[src/sv/field_map_trilinear_lookup_assert.svh]
// assertion macros for the field map lookup
`ifndef FIELD_MAP_TRILINEAR_LOOKUP_ASSERT_SVH
`define FIELD_MAP_TRILINEAR_LOOKUP_ASSERT_SVH

// next-cycle implication, off while in reset
`define FMTL_CHK_NEXT(lbl, ante, cons) \
  lbl: assert property (@(posedge clk) disable iff (rst) (ante) |=> cons) \
    else $error("fmtl check failed");

// what must hold in the cycle after reset
`define FMTL_CHK_RST(lbl, cons) \
  lbl: assert property (@(posedge clk) rst |=> (cons)) \
    else $error("fmtl reset check failed");

`endif

[src/sv/fmtl_pkg.sv]
`default_nettype none
package fmtl_pkg;

  localparam int ADDR_W = 18;
  localparam int STORE_DEPTH = 2 ** ADDR_W;
  localparam int DEF_NX = 64;
  localparam int DEF_NY = 32;
  localparam int DEF_NZ = 128;
  localparam int WT_W = 49;

  typedef enum logic [2:0] {
    CFG_ORIGIN_X,
    CFG_ORIGIN_Y,
    CFG_ORIGIN_Z,
    CFG_RECIP_X,
    CFG_RECIP_Y,
    CFG_RECIP_Z
  } cfg_idx_t;

  typedef struct packed {
    logic               req_type;
    logic signed [31:0] pos_x;
    logic signed [31:0] pos_y;
    logic signed [31:0] pos_z;
    logic [17:0]        load_addr;
    logic signed [15:0] load_bx;
    logic signed [15:0] load_by;
    logic signed [15:0] load_bz;
  } req_t;

  typedef struct packed {
    logic signed [15:0] field_x;
    logic signed [15:0] field_y;
    logic signed [15:0] field_z;
    logic               inside_res;
  } res_t;

  // per-stage control that travels with each item
  typedef struct packed {
    logic              vld;
    logic              qry;
    logic              ins;
    logic [ADDR_W-1:0] addr;
    logic [47:0]       data;
  } ctl_t;

endpackage
`default_nettype wire

[src/sv/fmtl_locate.sv]
`default_nettype none
module fmtl_locate #(
  parameter int N = fmtl_pkg::DEF_NX,
  parameter int CW = $clog2(N)
) (
  input  wire logic               clk,
  input  wire logic signed [31:0] pos,
  input  wire logic signed [31:0] org,
  input  wire logic [31:0]        rstep,
  output logic [CW-1:0]           idx,
  output logic [15:0]             frac,
  output logic                    ok
);

  logic signed [32:0] d1;
  logic               neg2;
  logic [63:0]        t2;

  always_ff @(posedge clk) begin
    d1   <= 33'(pos) - 33'(org);
    neg2 <= d1[32];
    t2   <= 64'(d1[31:0]) * 64'(rstep);
    ok   <= !neg2 && (t2[63:40] < 24'(N - 1));
    idx  <= t2[40 +: CW];
    frac <= t2[39:24];
  end

endmodule
`default_nettype wire

[config.mk]
export PLATFORM = sky130hd
export DESIGN_NAME = fmtl_locate
export DESIGN_NICKNAME = d
export VERILOG_FILES = /design/src/sv/field_map_trilinear_lookup_assert.svh /design/src/sv/fmtl_pkg.sv /design/src/sv/fmtl_locate.sv
export SDC_FILE = /design/constraint.sdc
export NUM_CORES = 2
export LEC_CHECK = 0
export ABC_AREA = 1
export BUFFER_PORTS_ARGS = -buffer_cell sky130_fd_sc_hd__clkbuf_2
export CAP_MARGIN = 20
export CORE_MARGIN = 3
export CORE_UTILIZATION = 60
export CTS_CLUSTER_DIAMETER = 120
export DETAILED_ROUTE_END_ITERATION = 7
export PLACE_DENSITY_LB_ADDON = 0.25
export SETUP_SLACK_MARGIN = 0.02
export SLEW_MARGIN = 40
export SYNTH_ARGS = -nofsm -noshare
export SYNTH_HDL_FRONTEND = slang
export SYNTH_SLANG_ARGS = --single-unit
[constraint.sdc]
create_clock -name clk -period 7.22 [get_ports clk]
set_clock_uncertainty 0.2 [all_clocks]
set_input_delay 0.361 -clock clk [delete_from_list [all_inputs] [get_ports clk]]
set_output_delay 0.361 -clock clk [all_outputs]
set_load 0.01 [all_outputs]
Yosys cells after proc, flatten, opt, wreduce, memory -nomap -nowiden --
Cells that the tools add are included.
Storage, ports and cells: input bits 97, word-level logic and storage cells 11, register bits after elaboration 121, output and inout bits 23
Cells by class: magnitude comparators 1, multipliers 1, reductions and logical operators 2, add/subtract/negate cells 1
Operators with widths (count):
- $mul 32x32->64 | 1
- $sub 32x32->33 | 1
- $lt 24x6->1 const B | 1
- $logic_and 1x1->1 | 1
- $logic_not 1->1 | 1

Depth between registers and ports, before layout --
depth after elaboration 2, mapped depth 32

Worst setup path after synthesis --
Ideal clock, no wire load.
kind reg-to-reg, start reg d1[29], end reg t2[57], slack 0.832 ns, data required time 6.908 ns, cell stages (with the launch flop) 28, clock period less this slack 6.388 ns, data arrival time 6.076 ns, path buffers 1, setup time 0.112 ns, cells stage by stage dfxtp_1 -> clkbuf_1 -> nand2_1 -> fa_1 -> inv_1 -> fa_1 -> inv_1 -> fa_1 -> fa_1 -> inv_1 -> fa_1 -> fa_1 -> fa_1 -> inv_1 -> fa_1 -> inv_1 -> ha_1 -> nand2_1 -> inv_1 -> nand2_1 -> nand2_1 -> o21bai_1 -> a21oi_1 -> nor2_1 -> nor2_1 -> nand2_1 -> nand2_1 -> nand2_1
Between the ends: cells in the longest elaborated chain, start to end 1
Ends and longest elaborated chain:
- start, declared | RTL line fmtl_locate.sv:15 | logic signed [32:0] d1;
- start signal, assigned | RTL line fmtl_locate.sv:20 | d1 <= 33'(pos) - 33'(org);
- $mul 32x32->64 | RTL line fmtl_locate.sv:22 | t2 <= 64'(d1[31:0]) * 64'(rstep);
- end signal, assigned | RTL line fmtl_locate.sv:22
- end, declared | RTL line fmtl_locate.sv:17 | logic [63:0] t2;
No other way between the ends.

Worst setup path after layout --
start reg d1[14], end reg t2[26]
Same word-level chain as after synthesis.

==> metrics.yaml <==
syn_avg_cell_area_sq_um: 7.530
clk_pin_slew_ns: 0.08
hold_end: "d1[0]"
fin_crit_ns: 6.981
start_util_pct: 61.23
placed_cell_area_sq_um: 41520
die_h_um: 260.9
synth_top_family_by_area: "adder cells"
crit_arrival_ns: 7.06
hold_path.class: "input pin to flip-flop"
placement_rows: 92
reg2reg_slack_ns: 0.24
cts_hold_buf: 0
drive_above_1_share_pct: 7.075
whs_path_depth: 3
dr.pass1.iters: 5
r2r-start: "d1[14]"
synth_cell_types: 32
drt-met1-wl_mm: 44.70
maxSlewHeadroom_pct: 47.22
period_share_pct: 96.69
worstReg2RegEnd: "t2[26]"
synthXorXnorAreaFrac_pct: 0.9213
fin_ws_ns: 0.2391
cts_buffer_depth: 2
max_cap_viol_count: 0
tightest_slew_ns: 0.7917
cts_tree: "built"
ys_ff_latch: 97
synth_area_sq_um: 38970
die_area_sq_um: 68050
final_common_cell: "inv_1"
clkSinkCount: 97
vias: 31940
final_cell_mix: "inv_1 (1665), nand2_1 (1426), fa_1 (894)"
diodes: 0
cp_data_required_time_ns: 7.30
yosysSeqAreaShare_pct: 4.982
pre_cts_ws_ns: 0.04639
wl_met2_mm: 49.19
finish.instance_area_sq_um: 42060
grt_usage_pct: 33.17
die_w_um: 260.9
synth-adder-area-share_pct: 55.40
syn_inst: 5176
yosysWarnings: 0
crit_path_end_kind: "flip-flop"
startpoint_type: "flip-flop"
cts_setup_buffers: 0
status: "completed"
num_io_pins: 120
grt_max_degree: 33
wire_per_inst_um: 17.49
cts_buffers: 9
clock_latency_ns: 0.40
whs_ns: 0.07504
synth_compound_area_share_pct: 3.429
totalWireLength_mm: 107.5
fmax_ghz: 0.1432
setup_viol: 0
muxShareOfSynthArea_pct: 0
grt_first_pass_wirelength_mm: 175.6
hold_path_startpoint: "org[0]"
core_region_area_sq_um: 63660
fin_setup_tns_ns: 0
portBuffers: 119
overflow: 0
ant_nets: 0
fin_nets: 6581
viasPerCell: 5.197
htreeDepth: 3
synth_nets: 6461
drc: 0
highest_layer: "met5"
rr_worst_depth: 21
areaGrowthSynthToFinish_pct: 7.920
grt_antenna_before_repair: 5
place.gp.congestion: 1.002
hpwl_mm: 92.69
worstSetupPathType: "flip-flop to flip-flop"
drv_slew: 0
clockRootBuffer: "clkbuf_16"
grt_pass1_vias: 33670
cp_max_fo: 32
drtIter0Drc: 2932
synthSimpleGateAreaFrac_pct: 17.38
hold_viol_final: 0
wl_met3_mm: 10.35
rsz0062_at_grt: "true"
-- cell usage after synthesis --
cell type / number / share of area, %
o21a_1: 6 / 0.12
o21ai_1: 8 / 0.10
nand3b_1: 3 / 0.058
o21ai_0: 73 / 0.94
clkbuf_1: 192 / 1.8
inv_2: 1 / 0.0096
inv_1: 1665 / 16
nor2_4: 1 / 0.029
xor2_1: 30 / 0.67
nand3_2: 1 / 0.026
o21bai_1: 11 / 0.21
a21boi_0: 4 / 0.077
ha_1: 292 / 9.4
fa_1: 896 / 46
xnor2_1: 11 / 0.25
nand2_2: 4 / 0.064
nand2_1: 1428 / 14
nand4_1: 17 / 0.27
o21ai_2: 2 / 0.045
nand3_1: 63 / 0.81
nor3_1: 24 / 0.31
nor2_1: 190 / 1.8
dfxtp_1: 97 / 5.0
nor4_1: 7 / 0.11
a31oi_1: 1 / 0.016
a21oi_1: 130 / 1.7
and2_1: 1 / 0.016
nor3_2: 2 / 0.051
a21o_1: 10 / 0.19
o221ai_1: 1 / 0.022
nor2_2: 3 / 0.048
o211ai_1: 2 / 0.039
-- logic make-up after synthesis --
family	after synthesis
buffers and inverters	1858
adder cells (fa/ha/maj)	1188
flip-flops	97
AO/OA/AOI/OAI	248
AND/OR/NAND/NOR	1744
XOR/XNOR	41
-- how the worst max path moves through the flow --
stage	from	endpoint	slack, ns	depth (start not counted)
after floorplan	d1[29]	t2[57]	0.83	27
final	d1[14]	t2[26]	0.24	21
after CTS	d1[17]	t2[48]	0.06	24
after global placement	rstep[11]	t2[48]	0.03	24
after detailed placement	rstep[5]	t2[48]	0.05	25
after global routing	d1[15]	t2[59]	-0.02	28
-- routing by layer --
metal / global-route usage (%) / vias up
met5: 0 / -
li1: - / 14650
met1: 46.84 / 15790
met3: 6.075 / 191
met4: 8.517 / 4
met2: 53.28 / 1312
-- state kept, by name, indices dropped and copies added, names as in the netlist --
| signal | flops |
|---|---|
| t2 | 40 |
| neg2 | 1 |
| frac | 16 |
| ok | 1 |
| idx | 6 |
| d1 | 33 |
-- repair_timing --
action                                  4_1_cts  5_1_grt
gates cloned                                  0        4
gates resized for setup                       1       60
pin swaps                                     0        3
endpoints found under the setup margin        1       38
-- area by class of cell --
type / count / area [sq um]
Sequential cell: 97 / 1989
Inverter: 1666 / 6254
Fill cell: 5492 / 21590
Multi-Input combinational cell: 3221 / 30170
Clock inverter: 6 / 50.05
Clock buffer: 9 / 225.2
Tap cell: 846 / 1059
Timing Repair Buffer: 301 / 2318
-- critical path, stage by stage, from the launching register on --
cell	delay, ns
dfxtp_1	0.36
buf_12	0.21
nand2_1	0.11
fa_1	0.56
inv_1	0.05
fa_1	0.49
inv_1	0.06
fa_1	0.52
inv_1	0.05
fa_1	0.49
fa_1	0.58
fa_1	0.43
fa_1	0.57
fa_1	0.48
ha_1	0.36
a21oi_1	0.28
o21ai_0	0.19
o21bai_1	0.21
a21oi_1	0.17
nand2_2	0.12
xor2_2	0.20
buf_4	0.14
-- metrics by stage --
stage / utilization (%) / std cells
2_1_floorplan: - / 5176
3_3_place_gp: 65.23 / 6127
3_5_place_dp: 65.23 / 6127
4_1_cts: 65.66 / 6142
5_1_grt: 66.08 / 6146
6_report: 66.08 / 6146
Power is not shown: default switching activity piles up to over one toggle a cycle in this logic, so the estimate is an artifact.
